<file path="src/hw/rtl/ecc_pkg.sv">
package ecc_pkg;

  // Pipeline depth: stage 0 takes the item, stage NumStages-1 presents it.
  localparam int unsigned NumStages = 7;

  typedef struct packed {
    logic [NumStages-1:0] load;  // stage register takes the item from the stage before
  } pipe_ctl_t;

  // Command codes.
  localparam logic CmdSplit = 1'b0;
  localparam logic CmdJoin  = 1'b1;

  // Calendar constants.
  localparam logic [31:0] EpochY2k    = 32'd946684800;
  localparam logic [16:0] DaySecs     = 17'd86400;
  localparam logic [10:0] FourYears   = 11'd1461;
  localparam logic [11:0] BaseYear    = 12'd1970;
  localparam logic [11:0] JoinYear    = 12'd2000;
  localparam logic [11:0] JoinYearMax = 12'd2099;
  localparam logic [6:0]  JoinYearSpan = 7'd99;
  localparam logic [8:0]  FebLastDoy  = 9'd58;
  localparam logic signed [17:0] SecPerHour = 18'sd3600;

  // Reciprocals for division by a constant: q = (x * R) >> S, exact over
  // the operand range used here.
  localparam logic [25:0] RecipDay  = 26'd50903317;  // (x >> 7) / 675, S = 35
  localparam logic [18:0] RecipYear = 19'd367469;    // x / 1461, S = 29
  localparam logic [17:0] RecipMin  = 18'd139811;    // x / 60 for x < 2^17, S = 23
  localparam logic [11:0] RecipHour = 12'd2185;      // x / 60 for x < 2^11, S = 17
  localparam logic [13:0] RecipMon  = 14'd11429;     // x / 367 for x < 2^13, S = 22

  // Length of a month (1..12) in a common year.
  function automatic logic [4:0] month_len(input logic [3:0] m);
    logic [4:0] len;
    unique case (m)
      4'd2:                      len = 5'd28;
      4'd4, 4'd6, 4'd9, 4'd11:   len = 5'd30;
      default:                   len = 5'd31;
    endcase
    return len;
  endfunction

  // Days before the first of a month (1..12) in a common year.
  function automatic logic [8:0] days_before(input logic [3:0] m);
    logic [8:0] d;
    unique case (m)
      4'd2:    d = 9'd31;
      4'd3:    d = 9'd59;
      4'd4:    d = 9'd90;
      4'd5:    d = 9'd120;
      4'd6:    d = 9'd151;
      4'd7:    d = 9'd181;
      4'd8:    d = 9'd212;
      4'd9:    d = 9'd243;
      4'd10:   d = 9'd273;
      4'd11:   d = 9'd304;
      4'd12:   d = 9'd334;
      default: d = 9'd0;
    endcase
    return d;
  endfunction

  // Start of a month under the 367/12 approximation: (q * 367 + 5) / 12.
  function automatic logic [8:0] month_start(input logic [3:0] q);
    logic [8:0] d;
    unique case (q)
      4'd1:    d = 9'd31;
      4'd2:    d = 9'd61;
      4'd3:    d = 9'd92;
      4'd4:    d = 9'd122;
      4'd5:    d = 9'd153;
      4'd6:    d = 9'd183;
      4'd7:    d = 9'd214;
      4'd8:    d = 9'd245;
      4'd9:    d = 9'd275;
      4'd10:   d = 9'd306;
      4'd11:   d = 9'd336;
      4'd12:   d = 9'd367;
      default: d = 9'd0;
    endcase
    return d;
  endfunction

endpackage

</file>
<file path="src/hw/rtl/ecc_ctrl.sv">
module ecc_ctrl (
  input  logic              clk,
  input  logic              rst,
  input  logic              in_valid,
  output logic              in_stall,
  output logic              out_valid,
  input  logic              out_stall,
  input  logic              command,
  output ecc_pkg::pipe_ctl_t ctl,
  output logic              cmd_last
);

  logic [ecc_pkg::NumStages-1:0] vld;
  logic [ecc_pkg::NumStages-1:0] cmd;
  logic [ecc_pkg::NumStages-1:0] rdy;

  // A stage can take an item when empty or when its own item moves on.
  always_comb begin
    rdy[ecc_pkg::NumStages-1] = !vld[ecc_pkg::NumStages-1] || !out_stall;
    for (int i = ecc_pkg::NumStages - 2; i >= 0; i--) begin
      rdy[i] = !vld[i] || rdy[i+1];
    end
  end

  always_ff @(posedge clk) begin
    if (rst) begin
      vld <= '0;
    end else begin
      if (rdy[0]) begin
        vld[0] <= in_valid;
      end
      for (int i = 1; i < ecc_pkg::NumStages; i++) begin
        if (rdy[i]) begin
          vld[i] <= vld[i-1];
        end
      end
    end
  end

  always_ff @(posedge clk) begin
    if (rdy[0]) begin
      cmd[0] <= command;
    end
    for (int i = 1; i < ecc_pkg::NumStages; i++) begin
      if (rdy[i]) begin
        cmd[i] <= cmd[i-1];
      end
    end
  end

  assign ctl.load  = rdy;
  assign in_stall  = !rdy[0];
  assign out_valid = vld[ecc_pkg::NumStages-1];
  assign cmd_last  = cmd[ecc_pkg::NumStages-1];

endmodule

</file>
<file path="src/hw/rtl/ecc_split.sv">
module ecc_split (
  input  logic               clk,
  input  ecc_pkg::pipe_ctl_t ctl,
  input  logic [31:0]        epoch_seconds,
  input  logic [31:0]        off_secs,
  output logic [31:0]        epoch,
  output logic [11:0]        year,
  output logic [3:0]         month,
  output logic [4:0]         day,
  output logic [4:0]         hour,
  output logic [5:0]         minute,
  output logic [5:0]         second
);

  // stage 0
  logic [31:0] ep0, t0;
  // stage 1
  logic [31:0] ep1, t1;
  logic [15:0] days1;
  // stage 2
  logic [31:0] ep2;
  logic [15:0] days2;
  logic [16:0] secs2;
  logic [7:0]  years2;
  // stage 3
  logic [31:0] ep3;
  logic [16:0] secs3;
  logic [10:0] mins3;
  logic [8:0]  doy3;
  logic [11:0] year3;
  logic        leap3;
  // stage 4
  logic [31:0] ep4;
  logic [10:0] mins4;
  logic [5:0]  sec4;
  logic [4:0]  hour4;
  logic [8:0]  doy4;
  logic [11:0] year4;
  // stage 5
  logic [31:0] ep5;
  logic [5:0]  sec5, min5;
  logic [4:0]  hour5;
  logic [8:0]  doy5;
  logic [3:0]  q5;
  logic [11:0] year5;

  logic [50:0] days_prod;
  logic [32:0] day_secs;
  logic [31:0] secs_full;
  logic [17:0] years_x;
  logic [36:0] years_prod;
  logic [34:0] mins_prod;
  logic [18:0] base_prod;
  logic [15:0] doy_full;
  logic [16:0] min_secs;
  logic [16:0] sec_full;
  logic [22:0] hour_prod;
  logic [8:0]  doy_thresh;
  logic [8:0]  doy_adj;
  logic [10:0] hr_mins;
  logic [10:0] min_full;
  logic [12:0] mon_x;
  logic [26:0] mon_prod;
  logic [8:0]  day_full;

  assign days_prod  = t0[31:7] * ecc_pkg::RecipDay;
  assign day_secs   = days1 * ecc_pkg::DaySecs;
  assign secs_full  = t1 - day_secs[31:0];
  assign years_x    = {days1, 2'b10};
  assign years_prod = years_x * ecc_pkg::RecipYear;
  assign mins_prod  = secs2 * ecc_pkg::RecipMin;
  assign base_prod  = years2 * ecc_pkg::FourYears + 19'd1;
  assign doy_full   = days2 - base_prod[17:2];
  assign min_secs   = mins3 * 17'd60;
  assign sec_full   = secs3 - min_secs;
  assign hour_prod  = mins3 * ecc_pkg::RecipHour;
  assign doy_thresh = ecc_pkg::FebLastDoy + {8'd0, leap3};
  assign doy_adj    = leap3 ? doy3 + 9'd1 : doy3 + 9'd2;
  assign hr_mins    = hour4 * 11'd60;
  assign min_full   = mins4 - hr_mins;
  assign mon_x      = doy4 * 13'd12 + 13'd6;
  assign mon_prod   = mon_x * ecc_pkg::RecipMon;
  assign day_full   = doy5 + 9'd1 - ecc_pkg::month_start(q5);

  always_ff @(posedge clk) begin
    if (ctl.load[0]) begin
      ep0 <= epoch_seconds;
      t0  <= epoch_seconds + off_secs;
    end
    if (ctl.load[1]) begin
      ep1   <= ep0;
      t1    <= t0;
      days1 <= days_prod[50:35];
    end
    if (ctl.load[2]) begin
      ep2    <= ep1;
      days2  <= days1;
      secs2  <= secs_full[16:0];
      years2 <= years_prod[36:29];
    end
    if (ctl.load[3]) begin
      ep3   <= ep2;
      secs3 <= secs2;
      mins3 <= mins_prod[33:23];
      doy3  <= doy_full[8:0];
      year3 <= {4'd0, years2} + ecc_pkg::BaseYear;
      leap3 <= (years2[1:0] == 2'd2);
    end
    if (ctl.load[4]) begin
      ep4   <= ep3;
      mins4 <= mins3;
      sec4  <= sec_full[5:0];
      hour4 <= hour_prod[21:17];
      doy4  <= (doy3 > doy_thresh) ? doy_adj : doy3;
      year4 <= year3;
    end
    if (ctl.load[5]) begin
      ep5   <= ep4;
      sec5  <= sec4;
      min5  <= min_full[5:0];
      hour5 <= hour4;
      doy5  <= doy4;
      q5    <= mon_prod[25:22];
      year5 <= year4;
    end
    if (ctl.load[6]) begin
      epoch  <= ep5;
      year   <= year5;
      month  <= q5 + 4'd1;
      day    <= day_full[4:0];
      hour   <= hour5;
      minute <= min5;
      second <= sec5;
    end
  end

endmodule

</file>
<file path="src/hw/rtl/ecc_join.sv">
module ecc_join (
  input  logic               clk,
  input  ecc_pkg::pipe_ctl_t ctl,
  input  logic [11:0]        year_in,
  input  logic [7:0]         month_in,
  input  logic [7:0]         day_in,
  input  logic [7:0]         hour_in,
  input  logic [7:0]         minute_in,
  input  logic [7:0]         second_in,
  input  logic [31:0]        join_bias,
  output logic [31:0]        epoch,
  output logic [11:0]        year,
  output logic [3:0]         month,
  output logic [4:0]         day,
  output logic [4:0]         hour,
  output logic [5:0]         minute,
  output logic [5:0]         second
);

  // stage 0: clamped fields; the day is clamped in stage 1
  logic [6:0]  yo0;
  logic [3:0]  mon0;
  logic [7:0]  dayr0;
  logic [4:0]  hour0;
  logic [5:0]  min0, sec0;
  // stage 1
  logic [11:0] year1;
  logic [3:0]  mon1;
  logic [4:0]  day1, hour1;
  logic [5:0]  min1, sec1;
  logic [8:0]  cum1;
  logic [15:0] ydays1;
  // stage 2
  logic [11:0] year2;
  logic [3:0]  mon2;
  logic [4:0]  day2, hour2;
  logic [5:0]  min2, sec2;
  logic [15:0] dc2;
  // stage 3
  logic [11:0] year3;
  logic [3:0]  mon3;
  logic [4:0]  day3, hour3;
  logic [5:0]  min3, sec3;
  logic [19:0] hm3;
  // stage 4
  logic [11:0] year4;
  logic [3:0]  mon4;
  logic [4:0]  day4, hour4;
  logic [5:0]  min4, sec4;
  logic [25:0] hms4;
  // stage 5
  logic [11:0] year5;
  logic [3:0]  mon5;
  logic [4:0]  day5, hour5;
  logic [5:0]  min5, sec5;
  logic [31:0] s5;

  logic [11:0] yo_full;
  logic        leap;
  logic [4:0]  mlen;
  logic [7:0]  yo_round;

  assign yo_full  = year_in - ecc_pkg::JoinYear;
  assign leap     = (yo0[1:0] == 2'd0);
  assign mlen     = ecc_pkg::month_len(mon0) + {4'd0, (mon0 == 4'd2) && leap};
  assign yo_round = ({1'b0, yo0} + 8'd3) >> 2;

  always_ff @(posedge clk) begin
    if (ctl.load[0]) begin
      if (year_in < ecc_pkg::JoinYear) begin
        yo0 <= 7'd0;
      end else if (year_in > ecc_pkg::JoinYearMax) begin
        yo0 <= ecc_pkg::JoinYearSpan;
      end else begin
        yo0 <= yo_full[6:0];
      end
      if (month_in == 8'd0) begin
        mon0 <= 4'd1;
      end else if (month_in > 8'd12) begin
        mon0 <= 4'd12;
      end else begin
        mon0 <= month_in[3:0];
      end
      dayr0 <= day_in;
      hour0 <= (hour_in > 8'd23) ? 5'd23 : hour_in[4:0];
      min0  <= (minute_in > 8'd59) ? 6'd59 : minute_in[5:0];
      sec0  <= (second_in > 8'd59) ? 6'd59 : second_in[5:0];
    end
    if (ctl.load[1]) begin
      year1 <= {5'd0, yo0} + ecc_pkg::JoinYear;
      mon1  <= mon0;
      if (dayr0 == 8'd0) begin
        day1 <= 5'd1;
      end else if (dayr0 > {3'd0, mlen}) begin
        day1 <= mlen;
      end else begin
        day1 <= dayr0[4:0];
      end
      hour1  <= hour0;
      min1   <= min0;
      sec1   <= sec0;
      cum1   <= ecc_pkg::days_before(mon0) + {8'd0, (mon0 > 4'd2) && leap};
      ydays1 <= yo0 * 16'd365 + {8'd0, yo_round};
    end
    if (ctl.load[2]) begin
      year2 <= year1;
      mon2  <= mon1;
      day2  <= day1;
      hour2 <= hour1;
      min2  <= min1;
      sec2  <= sec1;
      dc2   <= ydays1 + {7'd0, cum1} + {11'd0, day1} - 16'd1;
    end
    if (ctl.load[3]) begin
      year3 <= year2;
      mon3  <= mon2;
      day3  <= day2;
      hour3 <= hour2;
      min3  <= min2;
      sec3  <= sec2;
      hm3   <= dc2 * 20'd24 + {15'd0, hour2};
    end
    if (ctl.load[4]) begin
      year4 <= year3;
      mon4  <= mon3;
      day4  <= day3;
      hour4 <= hour3;
      min4  <= min3;
      sec4  <= sec3;
      hms4  <= hm3 * 26'd60 + {20'd0, min3};
    end
    if (ctl.load[5]) begin
      year5 <= year4;
      mon5  <= mon4;
      day5  <= day4;
      hour5 <= hour4;
      min5  <= min4;
      sec5  <= sec4;
      s5    <= hms4 * 32'd60 + {26'd0, sec4};
    end
    if (ctl.load[6]) begin
      epoch  <= s5 + join_bias;
      year   <= year5;
      month  <= mon5;
      day    <= day5;
      hour   <= hour5;
      minute <= min5;
      second <= sec5;
    end
  end

endmodule

</file>
<file path="src/hw/rtl/epoch_calendar_converter.sv">
// Channel   Direction  Handshake            Payload
// input     in         in_valid / in_stall  command, epoch_seconds, year_in .. second_in
// result    out        out_valid / out_stall epoch_out, year_out .. second_out
// config    in         cfg_we               cfg_wdata (utc_offset_hours, signed)
//
// Seven register stages; an item enters every cycle while in_stall is low,
// and its result leaves the last stage. The depth is set by the split path's
// chain of reciprocal multiplies (days, years, minutes, hours, month).
// Synchronous reset empties the pipeline and sets the offset to zero.
// A stall on the result side holds the last stage; earlier stages keep
// moving into empty slots, so in_stall rises only when every stage is full.
module epoch_calendar_converter (
  input  logic        clk,
  input  logic        rst,
  // configuration
  input  logic        cfg_we,
  input  logic [4:0]  cfg_wdata,
  // input items
  input  logic        in_valid,
  output logic        in_stall,
  input  logic        command,
  input  logic [31:0] epoch_seconds,
  input  logic [11:0] year_in,
  input  logic [7:0]  month_in,
  input  logic [7:0]  day_in,
  input  logic [7:0]  hour_in,
  input  logic [7:0]  minute_in,
  input  logic [7:0]  second_in,
  // result items
  output logic        out_valid,
  input  logic        out_stall,
  output logic [31:0] epoch_out,
  output logic [11:0] year_out,
  output logic [3:0]  month_out,
  output logic [4:0]  day_out,
  output logic [4:0]  hour_out,
  output logic [5:0]  minute_out,
  output logic [5:0]  second_out
);

  // Hold the offset in the two forms the datapaths use: seconds to add
  // before a split, and the full bias to add after a join.
  logic [31:0] off_secs, off_secs_next;
  logic [31:0] join_bias, join_bias_next;
  logic signed [17:0] off_hours_ext;
  logic signed [17:0] off_prod;

  assign off_hours_ext  = 18'($signed(cfg_wdata));
  assign off_prod       = off_hours_ext * ecc_pkg::SecPerHour;
  assign off_secs_next  = 32'(off_prod);
  assign join_bias_next = ecc_pkg::EpochY2k - off_secs_next;

  always_ff @(posedge clk) begin
    if (rst) begin
      off_secs  <= '0;
      join_bias <= ecc_pkg::EpochY2k;
    end else if (cfg_we) begin
      off_secs  <= off_secs_next;
      join_bias <= join_bias_next;
    end
  end

  ecc_pkg::pipe_ctl_t ctl;
  logic               cmd_last;

  // Track valid and command per stage; drive the stage load enables.
  ecc_ctrl u_ctrl (
    .clk       (clk),
    .rst       (rst),
    .in_valid  (in_valid),
    .in_stall  (in_stall),
    .out_valid (out_valid),
    .out_stall (out_stall),
    .command   (command),
    .ctl       (ctl),
    .cmd_last  (cmd_last)
  );

  logic [31:0] sp_epoch, jn_epoch;
  logic [11:0] sp_year, jn_year;
  logic [3:0]  sp_month, jn_month;
  logic [4:0]  sp_day, jn_day;
  logic [4:0]  sp_hour, jn_hour;
  logic [5:0]  sp_minute, jn_minute;
  logic [5:0]  sp_second, jn_second;

  // Both paths run on every item; the command picks the result at the end.
  ecc_split u_split (
    .clk           (clk),
    .ctl           (ctl),
    .epoch_seconds (epoch_seconds),
    .off_secs      (off_secs),
    .epoch         (sp_epoch),
    .year          (sp_year),
    .month         (sp_month),
    .day           (sp_day),
    .hour          (sp_hour),
    .minute        (sp_minute),
    .second        (sp_second)
  );

  ecc_join u_join (
    .clk       (clk),
    .ctl       (ctl),
    .year_in   (year_in),
    .month_in  (month_in),
    .day_in    (day_in),
    .hour_in   (hour_in),
    .minute_in (minute_in),
    .second_in (second_in),
    .join_bias (join_bias),
    .epoch     (jn_epoch),
    .year      (jn_year),
    .month     (jn_month),
    .day       (jn_day),
    .hour      (jn_hour),
    .minute    (jn_minute),
    .second    (jn_second)
  );

  always_comb begin
    unique case (cmd_last)
      ecc_pkg::CmdJoin: begin
        epoch_out  = jn_epoch;
        year_out   = jn_year;
        month_out  = jn_month;
        day_out    = jn_day;
        hour_out   = jn_hour;
        minute_out = jn_minute;
        second_out = jn_second;
      end
      default: begin
        epoch_out  = sp_epoch;
        year_out   = sp_year;
        month_out  = sp_month;
        day_out    = sp_day;
        hour_out   = sp_hour;
        minute_out = sp_minute;
        second_out = sp_second;
      end
    endcase
  end

endmodule

</file>
<file path="config.mk">
export PLATFORM = sky130hd
export DESIGN_NAME = epoch_calendar_converter
export DESIGN_NICKNAME = d
export VERILOG_FILES = /design/src/hw/rtl/ecc_pkg.sv /design/src/hw/rtl/ecc_ctrl.sv /design/src/hw/rtl/ecc_split.sv /design/src/hw/rtl/ecc_join.sv /design/src/hw/rtl/epoch_calendar_converter.sv
export SDC_FILE = /design/constraint.sdc
export NUM_CORES = 2
export LEC_CHECK = 0
export BUFFER_PORTS_ARGS = -buffer_cell sky130_fd_sc_hd__buf_2
export CAP_MARGIN = 25
export CELL_PAD_IN_SITES_DETAIL_PLACEMENT = 0
export CELL_PAD_IN_SITES_GLOBAL_PLACEMENT = 1
export CORE_ASPECT_RATIO = 0.5
export CORE_MARGIN = 4
export CORE_UTILIZATION = 53
export DETAILED_ROUTE_END_ITERATION = 6
export HOLD_SLACK_MARGIN = 0.03
export PLACE_DENSITY = 0.92
export SLEW_MARGIN = 20
export SYNTH_ARGS = -nofsm -noshare
export SYNTH_HDL_FRONTEND = slang
export SYNTH_HIERARCHICAL = 1
export SYNTH_SLANG_ARGS = --single-unit
</file>
<file path="constraint.sdc">
create_clock -name clk -period 9.2 [get_ports clk]
set_input_delay 0.92 -clock clk [delete_from_list [all_inputs] [get_ports clk]]
set_output_delay 0.92 -clock clk [all_outputs]
set_load 0.05 [all_outputs]
</file>
After elaboration in Yosys (flattened, before gate mapping):

Memories as Yosys holds them, arrays and structs flattened. A register that Yosys moved wholly into a read port is not among the register bits.
Index checks and enable logic that the tools add are counted.

* bits of input ports: 95
* bits in read-only memories: 288
* register bits after elaboration: 951
* RAM bits: 0
* latch bits: 0
* memories kept: 2

* multiplexer cells: 15
* eq/ne operators: 6
* shifts and indexed selects: 0
* magnitude comparators: 9
* reductions and logical operators: 24
* divide/modulo/power cells: 0
* $add $sub $neg: 28
* multipliers: 15
* bitwise logic cells: 0

Memory list
* (no name shown): depth 16, bits a word 9, rd ports 1, clocked after memory_dff 0, write ports 0, RTL line ecc_pkg.sv:47 `unique case (m)`
* (no name shown): depth 16, bits a word 9, rd ports 1, clocked after memory_dff 1, write ports 0, RTL line ecc_pkg.sv:67 `unique case (q)`

Operators with widths (number)
* adder 32 bit: 2
* multiplier 25 x 26 -> 51 bit, second input constant: 1
* multiplier 17 x 19 -> 36 bit, second input constant: 1
* multiplier 17 x 18 -> 34 bit, second input constant: 1
* adder 32 x 6 -> 32 bit: 1
* 2-to-1 mux 32 bit: 1
* subtractor 31 x 18 -> 32 bit, first input constant: 1
* multiplier 26 x 4 -> 30 bit, second input constant: 1
* 2-to-1 mux 9 bit: 3
* adder 26 x 6 -> 26 bit: 1
* multiplier 13 x 14 -> 26 bit, second input constant: 1
* multiplier 20 x 4 -> 24 bit, second input constant: 1
* multiplier 11 x 12 -> 22 bit, second input constant: 1
* adder 20 x 5 -> 20 bit: 1
* multiplier 16 x 2 -> 17 bit, second input constant: 1
* subtractor 17 bit: 1
* adder 16 x 5 -> 16 bit: 1
* adder 16 x 6 -> 16 bit: 1
* adder 16 x 9 -> 16 bit: 1
* greater-than comparator 8 x 6 -> 1 bit, second input constant: 2
* logical NOT 8 bit: 2
* multiplier 16 x 10 -> 10 bit, second input constant: 1
* multiplier 7 x 9 -> 16 bit, second input constant: 1
* subtractor 16 x 1 -> 16 bit, second input constant: 1
* 44 further kinds: 68

Longest topological paths before layout:

* depth after elaboration: 9
* depth in mapped cells: 31
* gate-level depth less buffers: 31

Modules after synthesis:

The synthesis kept the hierarchy.

Modules (own cells, without submodules)
* ecc_split: seq. area each 14393.8 µm², instances 1, area an instance 39703.1 µm², cells each 3134
* ecc_join: seq. area each 11891.4 µm², instances 1, area an instance 24034.3 µm², cells each 1936
* epoch_calendar_converter: seq. area each 580.6 µm², instances 1, area an instance 2732.6 µm², cells each 280
* ecc_ctrl: seq. area each 350.3 µm², instances 1, area an instance 506.7 µm², cells each 39

Worst setup path after synthesis:

Ideal clock, no wire load.

* path kind: register -> register
* start: register u_split.doy4[0]
* end: register (tool-made name)
* cell stages (with the launch flop): 30
* arrival time: 7.185 ns
* slack: 1.894 ns
* period minus slack after synthesis: 7.306 ns
* cell sequence: edfxtp_1 > ha_1 > fa_1 > a21oi_2 > o211ai_2 > o41ai_1 > xnor2_1 > nand4_1 > or3_1 > o211ai_2 > ha_1 > ha_1 > inv_1 > fa_1 > inv_1 > fa_1 > inv_1 > fa_1 > inv_1 > ha_1 > nand4_1 > nor3_1 > o211ai_1 > a32oi_2 > a311oi_2 > o21ba_2 > xnor2_1 > xnor2_2 > mux2i_4 > mux2_4

RTL lines
* start: declaration: RTL line ecc_split.sv:37 `logic [8:0] doy4;`
* start signal: assignment: RTL line ecc_split.sv:114 `doy4 <= (doy3 > doy_thresh) ? doy_adj : doy3;`

==> results.cfg <==
[route]
viasPerCell = 5.40
wl_per_cell_um = 19.3
num_vias = 39873
drt_wl_total_mm = 142
drcViolationCount = 0
first_pass_iters = 6
drt_iter0_drc = 2543
ant_nets = 0

[synth]
yosysWarnings = 6
netlist_area_um2 = 67000
synth_ff_type = edfxtp_1
async_reset_ff_share_pct = 0
ys_types = 117
ys_ff_latch = 920
synth_top_area_share_pct = 39.4
ys_seq_area_share_pct = 40.6
syn_area_per_cell_um2 = 12.4
synth_edf_count = 879
netlist_instances = 5389
yosys.area.top_type = edfxtp_1
ys_top_cells_by_area = edfxtp_1, ha_1, fa_1

[die]
dieArea_um2 = 132000
initial_core_util_pct = 53.9
die_x_um = 511
num_rows = 91
die_h_um = 259
ios = 167
core_um2 = 124000

[status]
status = complete, no violations

[cts]
cts-root-buf = clkbuf_16
cts_resized = 0
cts_tree = yes
cts_sinks = 920
htreeDepth = 3
ctsHoldBuffers = 0
post_cts_buffers = 0
cts.path.max_buffers = 3
cts_made_buffers = 82
clkTransAtPathRegs_ns = 0.08
clk_latency_ns = 0.70

[timing]
tightest_slew_ns = 0.924
worst_clock_skew_ns = 0.0464
finalCritPeriodShare_pct = 87.4
max_slew_margin_pct = 37.8
rsz0062_at_grt = no
setup_viol = 0
fin_ws_ns = 1.16
setup_tns_ns = 0
finalHoldViolations = 0
final-max-slew-violation-count = 0
period_minus_slack_ns = 8.04
max_freq_mhz = 124

[final_layout]
fillers = 9698
layout_common_cells = inv_1, ha_1, edfxtp_1
layout.cells.non_filler = 7379
drive_gt1_share_pct = 8.24
final_common_cell = inv_1
area_growth_pct = 8.67
nets = 7249

[global_route]
grt_overflow = 0
grt_pass1_wl_mm = 228
grt_usage_pct = 21.8
grt_pass1_vias = 42187
grt_max_degree = 75
antenna_found_initial = 14

[job]
max-cap-violations = 0

[critical_path]
cp_max_fo = 8
slowest_delay_ns = 0.55
critPathSlowestCell = edfxtp_1
cp-end-kind = flop
critPathKind = reg2reg
worstSetupStartpointType = flop
cp.required_ns = 9.80
cp.arrival_ns = 8.64

[placement]
routabilityCongestion = 0.918
post-place-ws_ns = 1.15
portBuffers = 166
hpwl_mm = 112
dp.cells = 7220

[worst_hold_path]
hold_class = reg2reg
==> sequential cells by signal (all words and copies together) (netlist names), 17 cells and up, named ones only <==
signal and count:
u_split/ep4 32, u_split/ep3 32, u_split/ep0 32, u_split/secs2 17
u_split/ep1 32, u_join/hms4 24, u_join/hm3 17, u_split/t0 32
u_split/epoch 32, u_split/ep5 32, u_split/t1 17, u_join/s5 30
u_join/epoch 32, u_split/ep2 32
==> critical path, delay by kind of cell, from the launching register on <==
| family | cells | cell delay, ns |
|---|---|---|
| mux | 2 | 0.69 |
| simple gates | 5 | 1.16 |
| buf+inv | 4 | 0.22 |
| fa+ha+maj | 8 | 3.26 |
| xor+xnor | 2 | 0.40 |
| flops | 1 | 0.55 |
| compound gates | 8 | 1.65 |
==> synthesized netlist by cell type (all sizes together) (6+ instances only) <==
master and count:
nand3 65, o22ai 8, and4 7, nand2b 34
o21ai 120, mux2 75, clkbuf 33, nor2 185
o211ai 21, and2 20, o311ai 8, mux2i 32
a211o 9, a21boi 17, edfxtp 879, and3 44
a311oi 6, a211oi 36, inv 1021, nor3b 12
o21a 35, nand2 147, o31ai 10, xor2 107
a31oi 26, or3 18, nor4 12, nand4 32
ha 1007, nor3 44, xnor2 250, a21o 104
o21bai 45, nor2b 35, dfxtp 41, o2111ai 7
or2 21, fa 514, a2111oi 6, buf 10
a21oi 205
==> final timing paths <==
check,startpoint,end,slack [ns],depth (start not counted)
hold reg to reg,u_split/year4[10]$_DFFE_PP_,u_split/year5[10]$_DFFE_PP_,0.39,0
hold / removal,u_split/year4[10]$_DFFE_PP_,u_split/year5[10]$_DFFE_PP_,0.39,0
setup reg to reg,u_split/doy4[0]$_DFFE_PP_,flop,1.16,29
setup / recovery,u_split/doy4[0]$_DFFE_PP_,flop,1.16,29
==> metal layers <==
layer / track usage (%) / part of all wire, % / vias up / routed length, um
met1: 29.5 / 45 / 19869 / 64300
met4: 6.12 / 2.8 / 0 / 4050
met2: 37.0 / 48 / 803 / 67800
met5: 0 / 0 / - / 0
met3: 3.09 / 4.3 / 200 / 6160
li1: - / - / 19001 / -
==> final cells by class <==
type                    count  area [um2]  area share, %
clock inverters            55         591          0.811
inverters                1021        3840           5.27
repair buffers            183         996           1.37
clock buffers              98        2180           3.00
diodes                      3        7.51         0.0103
well taps                1674        2090           2.88
multi-input cells        3425       35900           49.3
flip-flops and latches    920       27200           37.4
==> logic make-up after synthesis <==
logic type | synth area share (%)
adders and majority gates | 34.2
buffers and inverters | 5.99
DFF | 40.6
AOI/OAI and AO/OA | 7.16
and+or+nand+nor | 5.51
xor gates and xnor gates | 4.69
muxes | 1.81
other | 0.0168
==> metrics by stage <==
stage / hold slack (ns) / instance area [um2] / util (%)
after floorplan: 0.400 / 67100 / -
after global placement: 0.400 / 69900 / 56.2
after detailed placement: 0.405 / 69900 / 56.2
after CTS: 0.345 / 72700 / 58.5
after global routing: 0.351 / 72800 / 58.5
final: 0.395 / 72800 / 58.5
Power is not shown: default switching activity piles up to over one toggle a cycle in this logic, so the estimate is an artifact.
